$ cat src/hw/rtl/mie_pkg.sv
package mie_pkg;

	// Microprogram counter width and step addresses
	localparam int PC_W = 4;

	localparam logic [PC_W-1:0] S_IDLE  = 4'd0;
	localparam logic [PC_W-1:0] S_CHECK = 4'd1;
	localparam logic [PC_W-1:0] S_DIV0  = 4'd2;
	localparam logic [PC_W-1:0] S_TEST  = 4'd3;
	localparam logic [PC_W-1:0] S_SETUP = 4'd4;
	localparam logic [PC_W-1:0] S_LOOP  = 4'd5;
	localparam logic [PC_W-1:0] S_UPD   = 4'd6;
	localparam logic [PC_W-1:0] S_FIN   = 4'd7;
	localparam logic [PC_W-1:0] S_RET   = 4'd8;

	// Jump conditions
	localparam int COND_W = 3;

	localparam logic [COND_W-1:0] C_NEVER    = 3'd0;
	localparam logic [COND_W-1:0] C_ALWAYS   = 3'd1;
	localparam logic [COND_W-1:0] C_NO_REQ   = 3'd2;
	localparam logic [COND_W-1:0] C_BAD      = 3'd3;
	localparam logic [COND_W-1:0] C_CNT_MORE = 3'd4;
	localparam logic [COND_W-1:0] C_REM_ZERO = 3'd5;
	localparam logic [COND_W-1:0] C_OUT_BUSY = 3'd6;

	// One control word: datapath actions plus a conditional jump
	typedef struct packed {
		logic              load;    // take a request
		logic              div;     // one restoring division step
		logic              mul;     // one modular double-and-add step
		logic              setup;   // start the next Euclid round
		logic              update;  // coefficient update
		logic              fin;     // write the result register
		logic [COND_W-1:0] cond;
		logic [PC_W-1:0]   target;
	} ctrl_t;

	// Datapath status seen by the sequencer
	typedef struct packed {
		logic req_valid;
		logic bad;
		logic cnt_more;
		logic rem_zero;
		logic out_busy;
	} flags_t;

	// Microcode store
	function automatic ctrl_t mie_rom(input logic [PC_W-1:0] pc);
		ctrl_t c;
		c = '0;
		case (pc)
			S_IDLE: begin
				c.load   = 1'b1;
				c.cond   = C_NO_REQ;
				c.target = S_IDLE;
			end
			S_CHECK: begin
				c.cond   = C_BAD;
				c.target = S_FIN;
			end
			S_DIV0: begin
				c.div    = 1'b1;
				c.cond   = C_CNT_MORE;
				c.target = S_DIV0;
			end
			S_TEST: begin
				c.cond   = C_REM_ZERO;
				c.target = S_FIN;
			end
			S_SETUP: begin
				c.setup  = 1'b1;
				c.cond   = C_NEVER;
			end
			S_LOOP: begin
				c.div    = 1'b1;
				c.mul    = 1'b1;
				c.cond   = C_CNT_MORE;
				c.target = S_LOOP;
			end
			S_UPD: begin
				c.update = 1'b1;
				c.cond   = C_ALWAYS;
				c.target = S_TEST;
			end
			S_FIN: begin
				c.fin    = 1'b1;
				c.cond   = C_OUT_BUSY;
				c.target = S_FIN;
			end
			S_RET: begin
				c.cond   = C_ALWAYS;
				c.target = S_IDLE;
			end
			default: begin
				c.cond   = C_ALWAYS;
				c.target = S_IDLE;
			end
		endcase
		return c;
	endfunction

endpackage

$ cat src/hw/rtl/mie_if.sv
// Request channel: modulus and value
interface mie_req_if #(parameter int DATA_WIDTH = 32);
	logic                  valid;
	logic                  ready;
	logic [DATA_WIDTH-1:0] modulus;
	logic [DATA_WIDTH-1:0] value;

	modport source (output valid, output modulus, output value, input ready);
	modport sink (input valid, input modulus, input value, output ready);
endinterface

// Result channel: inverse and error flag
interface mie_rsp_if #(parameter int DATA_WIDTH = 32);
	logic                  valid;
	logic                  ready;
	logic [DATA_WIDTH-1:0] inverse;
	logic                  no_inverse;

	modport source (output valid, output inverse, output no_inverse, input ready);
	modport sink (input valid, input inverse, input no_inverse, output ready);
endinterface

$ cat src/hw/rtl/modular_inverse_ext_euclid.sv
// Modular inverse by the extended Euclidean algorithm. Each request carries a
// modulus b and a value a; the result is a^-1 mod b, or no_inverse = 1 with
// inverse = 0 when gcd(a, b) != 1, a is zero or b is below two. One request
// is in work at a time. The number of Euclid divisions is up to about 46
// for 32-bit operands. A zero value or a modulus below two is caught up
// front. A finished result waits while the output register is still full.
// The first division runs a bit-serial restoring divider alone; each later
// one runs it side by side with a bit-serial modular multiplier, one bit
// per cycle, under control of a small microcoded sequencer. The result sits
// in an output register, so a new request is taken while the previous
// result still waits to be read.
module modular_inverse_ext_euclid #(
	parameter int DATA_WIDTH = 32
) (
	input logic       clk,
	input logic       arst_n,
	mie_req_if.sink   req,
	mie_rsp_if.source rsp
);
	import mie_pkg::*;

	ctrl_t  ctrl;
	flags_t flags;

	mie_seq u_seq (
		.clk    (clk),
		.arst_n (arst_n),
		.flags  (flags),
		.ctrl   (ctrl)
	);

	mie_datapath #(
		.DATA_WIDTH (DATA_WIDTH)
	) u_datapath (
		.clk    (clk),
		.arst_n (arst_n),
		.ctrl   (ctrl),
		.flags  (flags),
		.req    (req),
		.rsp    (rsp)
	);

	// Busy after taking a request
	assert property (@(posedge clk) disable iff (!arst_n)
		(req.valid && req.ready) |=> !req.ready)
		else $error("request taken while a request is in work");

	// Error results carry a zero inverse
	assert property (@(posedge clk) disable iff (!arst_n)
		(rsp.valid && rsp.no_inverse) |-> (rsp.inverse == '0))
		else $error("error result with nonzero inverse");

	// The multiplier only runs alongside the divider
	assert property (@(posedge clk) disable iff (!arst_n)
		ctrl.mul |-> ctrl.div)
		else $error("multiply step without division step");

	// A finished result lands in the output register
	assert property (@(posedge clk) disable iff (!arst_n)
		(ctrl.fin && !flags.out_busy) |=> rsp.valid)
		else $error("result lost at output register");

endmodule

$ cat src/hw/rtl/mie_seq.sv
module mie_seq (
	input  logic            clk,
	input  logic            arst_n,
	input  mie_pkg::flags_t flags,
	output mie_pkg::ctrl_t  ctrl
);
	import mie_pkg::*;

	logic [PC_W-1:0] pc_q;
	logic            taken;

	// Fetch the control word for the current step
	assign ctrl = mie_rom(pc_q);

	// Jump condition
	always_comb begin
		case (ctrl.cond)
			C_NEVER:    taken = 1'b0;
			C_ALWAYS:   taken = 1'b1;
			C_NO_REQ:   taken = !flags.req_valid;
			C_BAD:      taken = flags.bad;
			C_CNT_MORE: taken = flags.cnt_more;
			C_REM_ZERO: taken = flags.rem_zero;
			C_OUT_BUSY: taken = flags.out_busy;
			default:    taken = 1'b1;
		endcase
	end

	// Step counter
	always_ff @(posedge clk or negedge arst_n) begin
		if (!arst_n) begin
			pc_q <= S_IDLE;
		end else if (taken) begin
			pc_q <= ctrl.target;
		end else begin
			pc_q <= pc_q + PC_W'(1);
		end
	end

endmodule

$ cat src/hw/rtl/mie_datapath.sv
module mie_datapath #(
	parameter int DATA_WIDTH = 32
) (
	input  logic            clk,
	input  logic            arst_n,
	input  mie_pkg::ctrl_t  ctrl,
	output mie_pkg::flags_t flags,
	mie_req_if.sink         req,
	mie_rsp_if.source       rsp
);
	import mie_pkg::*;

	localparam int W     = DATA_WIDTH;
	localparam int CNT_W = $clog2(DATA_WIDTH + 1);

	logic [W-1:0]     mod_q;   // modulus b
	logic [W-1:0]     dv_q;    // divisor (current den)
	logic [W-1:0]     qs_q;    // dividend in, quotient out
	logic [W-1:0]     rm_q;    // partial remainder
	logic [W-1:0]     my_q;    // quotient bits feeding the multiply
	logic [W-1:0]     acc_q;   // t_cur * quo mod b
	logic [W-1:0]     tp_q;    // t_prev
	logic [W-1:0]     tc_q;    // t_cur
	logic [CNT_W-1:0] cnt_q;
	logic             rsp_valid_q;
	logic [W-1:0]     inverse_q;
	logic             no_inverse_q;

	logic             load_fire;
	logic             fin_fire;
	logic             out_busy;

	logic [W:0]       div_sh;
	logic [W:0]       div_diff;
	logic             div_ge;
	logic [W-1:0]     rm_n;
	logic [W-1:0]     qs_n;

	logic [W+1:0]     mul_sum;
	logic [W+1:0]     mod_x1;
	logic [W+1:0]     mod_x2;
	logic [W-1:0]     acc_n;

	logic [W:0]       upd_diff;
	logic [W-1:0]     t_next;

	logic             no_inv;

	assign out_busy  = rsp_valid_q && !rsp.ready;
	assign load_fire = ctrl.load && req.valid;
	assign fin_fire  = ctrl.fin && !out_busy;
	assign req.ready = ctrl.load;

	// Status for the sequencer
	assign flags.req_valid = req.valid;
	assign flags.bad       = (dv_q == '0) || (mod_q < W'(2));
	assign flags.cnt_more  = cnt_q != CNT_W'(1);
	assign flags.rem_zero  = rm_q == '0;
	assign flags.out_busy  = out_busy;

	// Restoring division step: one quotient bit
	always_comb begin
		div_sh   = {rm_q, qs_q[W-1]};
		div_diff = div_sh - {1'b0, dv_q};
		div_ge   = div_sh >= {1'b0, dv_q};
		rm_n     = div_ge ? div_diff[W-1:0] : div_sh[W-1:0];
		qs_n     = {qs_q[W-2:0], div_ge};
	end

	// Modular double-and-add step, quotient bits MSB first
	always_comb begin
		mul_sum = {1'b0, acc_q, 1'b0} + (my_q[W-1] ? {2'b00, tc_q} : '0);
		mod_x1  = {2'b00, mod_q};
		mod_x2  = {1'b0, mod_q, 1'b0};
		if (mul_sum >= mod_x2) begin
			acc_n = W'(mul_sum - mod_x2);
		end else if (mul_sum >= mod_x1) begin
			acc_n = W'(mul_sum - mod_x1);
		end else begin
			acc_n = mul_sum[W-1:0];
		end
	end

	// t_next = (t_prev - prod) mod b
	always_comb begin
		upd_diff = {1'b0, tp_q} - {1'b0, acc_q};
		t_next   = upd_diff[W] ? W'(upd_diff + {1'b0, mod_q}) : upd_diff[W-1:0];
	end

	// Result: last nonzero remainder must be 1
	always_comb begin
		no_inv = (dv_q != W'(1)) || (mod_q < W'(2));
	end

	// Working registers
	always_ff @(posedge clk) begin
		if (load_fire) begin
			mod_q <= req.modulus;
			dv_q  <= req.value;
			qs_q  <= req.modulus;
			rm_q  <= '0;
			tp_q  <= '0;
			tc_q  <= W'(1);
		end else if (ctrl.setup) begin
			my_q  <= qs_q;
			qs_q  <= dv_q;
			dv_q  <= rm_q;
			rm_q  <= '0;
			acc_q <= '0;
		end else if (ctrl.update) begin
			tp_q  <= tc_q;
			tc_q  <= t_next;
		end else begin
			if (ctrl.div) begin
				qs_q <= qs_n;
				rm_q <= rm_n;
			end
			if (ctrl.mul) begin
				acc_q <= acc_n;
				my_q  <= {my_q[W-2:0], 1'b0};
			end
		end
	end

	// Step counter for division and multiply
	always_ff @(posedge clk or negedge arst_n) begin
		if (!arst_n) begin
			cnt_q <= '0;
		end else if (load_fire || ctrl.setup) begin
			cnt_q <= CNT_W'(W);
		end else if (ctrl.div) begin
			cnt_q <= cnt_q - CNT_W'(1);
		end
	end

	// Output register
	always_ff @(posedge clk or negedge arst_n) begin
		if (!arst_n) begin
			rsp_valid_q <= 1'b0;
		end else if (fin_fire) begin
			rsp_valid_q <= 1'b1;
		end else if (rsp.ready) begin
			rsp_valid_q <= 1'b0;
		end
	end

	always_ff @(posedge clk) begin
		if (fin_fire) begin
			inverse_q    <= no_inv ? '0 : tc_q;
			no_inverse_q <= no_inv;
		end
	end

	assign rsp.valid      = rsp_valid_q;
	assign rsp.inverse    = inverse_q;
	assign rsp.no_inverse = no_inverse_q;

endmodule

$ cat src/flat_wrapper.sv
// flat-port wrapper written by rule: the top's interface ports become plain ports
module modular_inverse_ext_euclid_flat import mie_pkg::*;
#(
	parameter int DATA_WIDTH = 32
)
  (clk, arst_n, req_valid, req_modulus, req_value, req_ready, rsp_valid, rsp_inverse, rsp_no_inverse, rsp_ready);
  mie_req_if #(.DATA_WIDTH(DATA_WIDTH)) req_i ();
  mie_rsp_if #(.DATA_WIDTH(DATA_WIDTH)) rsp_i ();
  input logic clk;
  input logic arst_n;
  input wire logic [$bits(req_i.valid)-1:0] req_valid;
  input wire logic [$bits(req_i.modulus)-1:0] req_modulus;
  input wire logic [$bits(req_i.value)-1:0] req_value;
  output wire logic [$bits(req_i.ready)-1:0] req_ready;
  output wire logic [$bits(rsp_i.valid)-1:0] rsp_valid;
  output wire logic [$bits(rsp_i.inverse)-1:0] rsp_inverse;
  output wire logic [$bits(rsp_i.no_inverse)-1:0] rsp_no_inverse;
  input wire logic [$bits(rsp_i.ready)-1:0] rsp_ready;
  assign req_i.valid = req_valid;
  assign req_i.modulus = req_modulus;
  assign req_i.value = req_value;
  assign req_ready = req_i.ready;
  assign rsp_valid = rsp_i.valid;
  assign rsp_inverse = rsp_i.inverse;
  assign rsp_no_inverse = rsp_i.no_inverse;
  assign rsp_i.ready = rsp_ready;
  modular_inverse_ext_euclid #(.DATA_WIDTH(DATA_WIDTH)) u_core (.clk(clk), .arst_n(arst_n), .req(req_i), .rsp(rsp_i));
endmodule
$ cat config.mk
export PLATFORM = sky130hd
export DESIGN_NAME = modular_inverse_ext_euclid_flat
export DESIGN_NICKNAME = d
export VERILOG_FILES = /design/src/hw/rtl/mie_pkg.sv /design/src/hw/rtl/mie_if.sv /design/src/hw/rtl/modular_inverse_ext_euclid.sv /design/src/hw/rtl/mie_seq.sv /design/src/hw/rtl/mie_datapath.sv /design/src/flat_wrapper.sv
export SDC_FILE = /design/constraint.sdc
export NUM_CORES = 1
export LEC_CHECK = 0
export ABC_AREA = 1
export BUFFER_PORTS_ARGS = -buffer_cell sky130_fd_sc_hd__clkbuf_2
export CORE_MARGIN = 3
export CORE_UTILIZATION = 30
export DETAILED_ROUTE_END_ITERATION = 8
export GPL_ROUTABILITY_DRIVEN = 0
export SETUP_SLACK_MARGIN = 0.5
export SLEW_MARGIN = 15
export SYNTH_ARGS = -nofsm -noshare
export SYNTH_HDL_FRONTEND = slang
export SYNTH_SLANG_ARGS = --single-unit
$ cat constraint.sdc
create_clock -name clk -period 9.1 [get_ports clk]
set_input_delay 1.365 -clock clk [delete_from_list [all_inputs] [get_ports clk]]
set_output_delay 1.365 -clock clk [all_outputs]
set_load 0.02 [all_outputs]
Word-level counts from Yosys, hierarchy flattened --
Cells that the tools add are included.
Operators by class: $add $sub $neg 8, magnitude comparators 4, equality and inequality tests 16, multiplexer cells 30, bitwise operators 3, reduce and logical (&&, ||, !) cells 25
Operator list (count):
- $mux W32 | 16
- $sub A32 B32 Y32 | 3
- $logic_not A32 Y1 | 2
- $add A33 B32 Y34 | 1
- $ge A34 B32 Y1 | 1
- $ge A34 B33 Y1 | 1
- $ge A33 B32 Y1 | 1
- $sub A32 B32 Y33 | 1
- $add A32 B32 Y32 | 1
- $lt A32 B2 Y1 const B | 1
- $ne A32 B1 Y1 const B | 1
- $pmux W3 S6 | 1
- $eq A4 B3 Y1 const B | 4
- $mux W6 | 2
- $pmux W3 S4 | 1
- $eq A3 B3 Y1 const B | 3
- $eq A4 B2 Y1 const B | 2
- $mux W1 | 8
- $reduce_bool A2 Y1 | 4
- $eq A3 B2 Y1 const B | 2
- $ne A6 B1 Y1 const B | 1
- $pmux W1 S6 | 1
- $reduce_and A2 Y1 | 3
- $sub A6 B1 Y6 const B | 1
- other kinds (15) | 24
Storage, ports and cells: bits in registers 300, bits of input ports 68, output and inout bits 35

Logic depth before layout (Yosys ltp) --
depth in word-level cells 7, mapped depth 33, mapped depth without buffers 31

By module --
Synthesis repeated with hierarchy kept, for this count alone.
Second synthesis, totals: cell total of the unflattened synthesis 4065, area, all modules 26598.0 µm²
Modules (own cells, without submodules):
- mie_datapath | instances 1, cells an instance 3993, area each 26125.1 µm², seq. area each 7892.6 µm²
- mie_seq | instances 1, cells an instance 72, area each 473.0 µm², seq. area each 100.1 µm²

Least setup slack after synthesis --
OpenSTA, ideal clock, no wires.
path type register to register, from register u_core.u_seq.pc_q[0], to register u_core.u_datapath.acc_q[0] (enable), library setup time 574 ps, arrival time 5251 ps, data required time 8526 ps, setup slack 3275 ps, stages on the path, launching flop included 6, clock period less this slack 5825 ps, cells stage by stage dfrtp_1 -> inv_1 -> ha_1 -> inv_1 -> nor2_1 -> o21ai_0
On the way: cells in the longest elaborated chain, start to end 5
Ends and longest elaborated chain:
- start: declaration | line mie_seq.sv:9 | logic [PC_W-1:0] pc_q;
- start signal: assignment | line mie_seq.sv:34 | pc_q <= ctrl.target;
- start signal: assignment | line mie_seq.sv:36 | pc_q <= pc_q + PC_W'(1);
- branches (longest 4 deep; another with $eq A4 B3 Y1)
- $reduce_and A3 Y1 (no line) (*)
- end signal: assignment | line mie_datapath.sv:119 | acc_q <= acc_n;
- end: declaration | line mie_datapath.sv:21 | logic [W-1:0] acc_q;
Mark *: on every way between the ends. A chain may end at the register's enable or synchronous reset.

Final worst setup path --
from register u_core.u_datapath.my_q[31], to register u_core.u_datapath.acc_q[24] (data pin)
On the way: cells in the longest elaborated chain, start to end 7
Ends and longest elaborated chain:
- start: declaration | line mie_datapath.sv:20 | logic [W-1:0] my_q;
- start signal: assignment | line mie_datapath.sv:105 | my_q <= qs_q;
- start signal: assignment | line mie_datapath.sv:120 | my_q <= {my_q[W-2:0], 1'b0};
- $mux W32 (*) | line mie_datapath.sv:72 | mul_sum = {1'b0, acc_q, 1'b0} + (my_q[W-1] ? {2'b00, tc_q} : '0);
- $add A33 B32 Y34 (*) | line mie_datapath.sv:72
- $sub A32 B32 Y32 / $ge A34 B32 Y1 (equally long branches) | line mie_datapath.sv:78, mie_datapath.sv:77
- $mux W32 | line mie_datapath.sv:77 | end else if (mul_sum >= mod_x1) begin
- $mux W32 (*) | line mie_datapath.sv:75 | if (mul_sum >= mod_x2) begin
- $mux W32 (*) | line mie_datapath.sv:118 | if (ctrl.mul) begin
- $mux W32 (*) | line mie_datapath.sv:110 | end else if (ctrl.update) begin
Every way passes the cells marked *; elsewhere a longest branch is shown, timed or not. The select of a mux whose other input is x is not followed.

==> results.sh <==
export IMPL_syn_nets=4322
export IMPL_io_buffers=102
export IMPL_yosys_warnings=0
export IMPL_chipWidth_um=303
export IMPL_wl_mm=93.8
export IMPL_clock_sinks=300
export IMPL_clockRootBuffer="clkbuf_16"
export IMPL_crit_type="flip-flop to flip-flop"
export IMPL_design_portCount=103
export IMPL_grt_setup_unrepaired="no"
export IMPL_cts_hold_buf=0
export IMPL_synthFlopType="edfxtp_1"
export IMPL_cap_violations=0
export IMPL_final_cell_mix="1213 x nand2_1, 659 x inv_1, 375 x nor2_1"
export IMPL_slowest_delay_ps=530
export IMPL_h_tree_depth=2
export IMPL_synth_cell_types=53
export IMPL_drcViolationCount=0
export IMPL_cts_tree="built"
export IMPL_die_y_um=303
export IMPL_via_count=26909
export IMPL_clock_latency_ps=570
export IMPL_viasPerCell=5.08
export IMPL_start_util=0.304
export IMPL_postCtsSetupBuffers=0
export IMPL_endpoint_kind="flip-flop"
export IMPL_tns_ps=0
export IMPL_syn_cell_area_um2=26500
export IMPL_cp_start_kind="flip-flop"
export IMPL_max_freq_ghz=0.187
export IMPL_hold_class="flip-flop to flip-flop"
export IMPL_antenna_found_initial=1
export IMPL_synth_area_per_cell_um2=6.54
export IMPL_postSynth_asyncResetShare=0.0367
export IMPL_slew_viol_final=0
export IMPL_cp_arrival_ps=5670
export IMPL_hpwl_mm=76.2
export IMPL_finalCritPeriodShare=0.587
export IMPL_synthCells=4052
export IMPL_grt_ovfl_total=0
export IMPL_rows=108
export IMPL_crit_fanout=51
export IMPL_clock_skew_ps=21.5
export IMPL_final_common_cell="nand2_1"
export IMPL_coreArea_um2=87200
export IMPL_cp_required_ps=9420
export IMPL_drive_above_1_share=0.0581
export IMPL_numCtsBuffers=37
export IMPL_fill_cells=9507
export IMPL_setup_viol=0
export IMPL_relSlewSlack=0.233
export IMPL_ys_ff_latch=300
export IMPL_worst_slew_pin_slew_ps=1150
export IMPL_wl_per_cell_um=17.7
export IMPL_ys_seq_area_frac=0.301
export IMPL_ant_nets=0
export IMPL_grtUsageTotal=0.199
export IMPL_area_growth_pct=10.9
export IMPL_first_iter_violations=2787
export IMPL_clk_pin_slew_ps=60
export IMPL_synth_edff_count=193
export IMPL_path_buf_inv=5
export IMPL_hold_violations=0
export IMPL_crit_slowest_cell="nor2_2"
export IMPL_grt_max_degree=90
export IMPL_cts_resized=0
export IMPL_cp_common_cell="nand2_1"
export IMPL_ctsLongestPathBuffers=3
export IMPL_period_minus_slack_ps=5340
export IMPL_critical_path_top_delay_family="simple AND/OR/NAND/NOR gates"
export IMPL_first_global_vias=24873
export IMPL_n_antenna_cell=0
export IMPL_die_area_um2=92000
export IMPL_status="finished clean"
export IMPL_grt_pass1_wl_mm=143
export IMPL_nets=4388
export IMPL_dr_pass1_iters=8
metrics by stage:
step                std cells  hold WS (ps)  area [µm²]  worst slack (ps)  utilization
floorplan                4052           448       26500              3270            -
global placement         5233           459       28200              3980        0.323
detailed placement       5233           464       28200              3820        0.323
CTS                      5300           472       29400              3840        0.337
global route             5301           493       29400              3410        0.337
finish                   5301           475       29400              3760        0.337
final cells by class:
| class | instances | area (µm²) | share of cell area |
|---|---|---|---|
| Clock inverter | 18 | 131 | 0.00447 |
| Multi-Input combinational cell | 2993 | 15600 | 0.531 |
| Tap cell | 1155 | 1450 | 0.0492 |
| Inverter | 668 | 2510 | 0.0854 |
| Clock buffer | 49 | 1060 | 0.0362 |
| Timing Repair Buffer | 118 | 651 | 0.0221 |
| Sequential cell | 300 | 7990 | 0.272 |
cells in the mapped netlist, types with 53 or more instances:
master / number / area share
nand2_1: 1214 / 0.17
nand3_1: 277 / 0.052
a21oi_1: 285 / 0.054
clkbuf_1: 53 / 0.0075
dfxtp_1: 96 / 0.072
xor2_1: 80 / 0.026
inv_1: 661 / 0.094
nor2_1: 377 / 0.053
nand4_1: 71 / 0.017
edfxtp_1: 193 / 0.22
ha_1: 196 / 0.092
o21ai_0: 199 / 0.038
sequential cells by signal, summed over array words and instances (netlist names), 32 cells and up:
| signal | cells |
|---|---|
| u_core.u_datapath.acc_q | 32 |
| u_core.u_datapath.dv_q | 32 |
| u_core.u_datapath.mod_q | 32 |
| u_core.u_datapath.my_q | 32 |
| u_core.u_datapath.qs_q | 32 |
| u_core.u_datapath.rm_q | 32 |
| u_core.u_datapath.rsp.inverse | 32 |
| u_core.u_datapath.tc_q | 32 |
| u_core.u_datapath.tp_q | 32 |
path summary, 6_finish.rpt:
path | from | to | slack, ps | cells after the start
setup / recovery | u_core.u_datapath.my_q[31] | u_core.u_datapath.acc_q[24] | 3760 | 27
hold / removal | u_core.u_datapath.rm_q[3] | u_core.u_datapath.rm_q[3] | 470 | 2
setup reg to reg | u_core.u_datapath.my_q[31] | u_core.u_datapath.acc_q[24] | 3760 | 27
hold reg to reg | u_core.u_datapath.rm_q[3] | u_core.u_datapath.rm_q[3] | 470 | 2
max in group asynchronous | arst_n | u_core.u_seq.pc_q[3] | 8200 | 1
min in group asynchronous | arst_n | u_core.u_datapath.rsp.valid | 670 | 1
worst min-delay path: cells and delay by family (launching register included):
family        cells  cell delay, ps
flops             1             320
simple gates      2             110
kinds of logic after synthesis:
| group | synth area share |
|---|---|
| DFF | 0.301 |
| adders and majority gates | 0.0970 |
| buffers and inverters | 0.112 |
| and+or+nand+nor | 0.323 |
| xor gates and xnor gates | 0.0396 |
| AOI/OAI and AO/OA | 0.127 |
routing by layer:
layer,vias up,GRT usage,wire (µm),part of all wire
li1,13240,-,-,-
met1,12404,0.282,42900,0.46
met2,1088,0.309,39900,0.43
met3,177,0.0297,7610,0.081
met4,0,0.0650,3420,0.036
met5,-,0,0,0
Power is not shown: default switching activity piles up to over one toggle a cycle in this logic, so the estimate is an artifact.
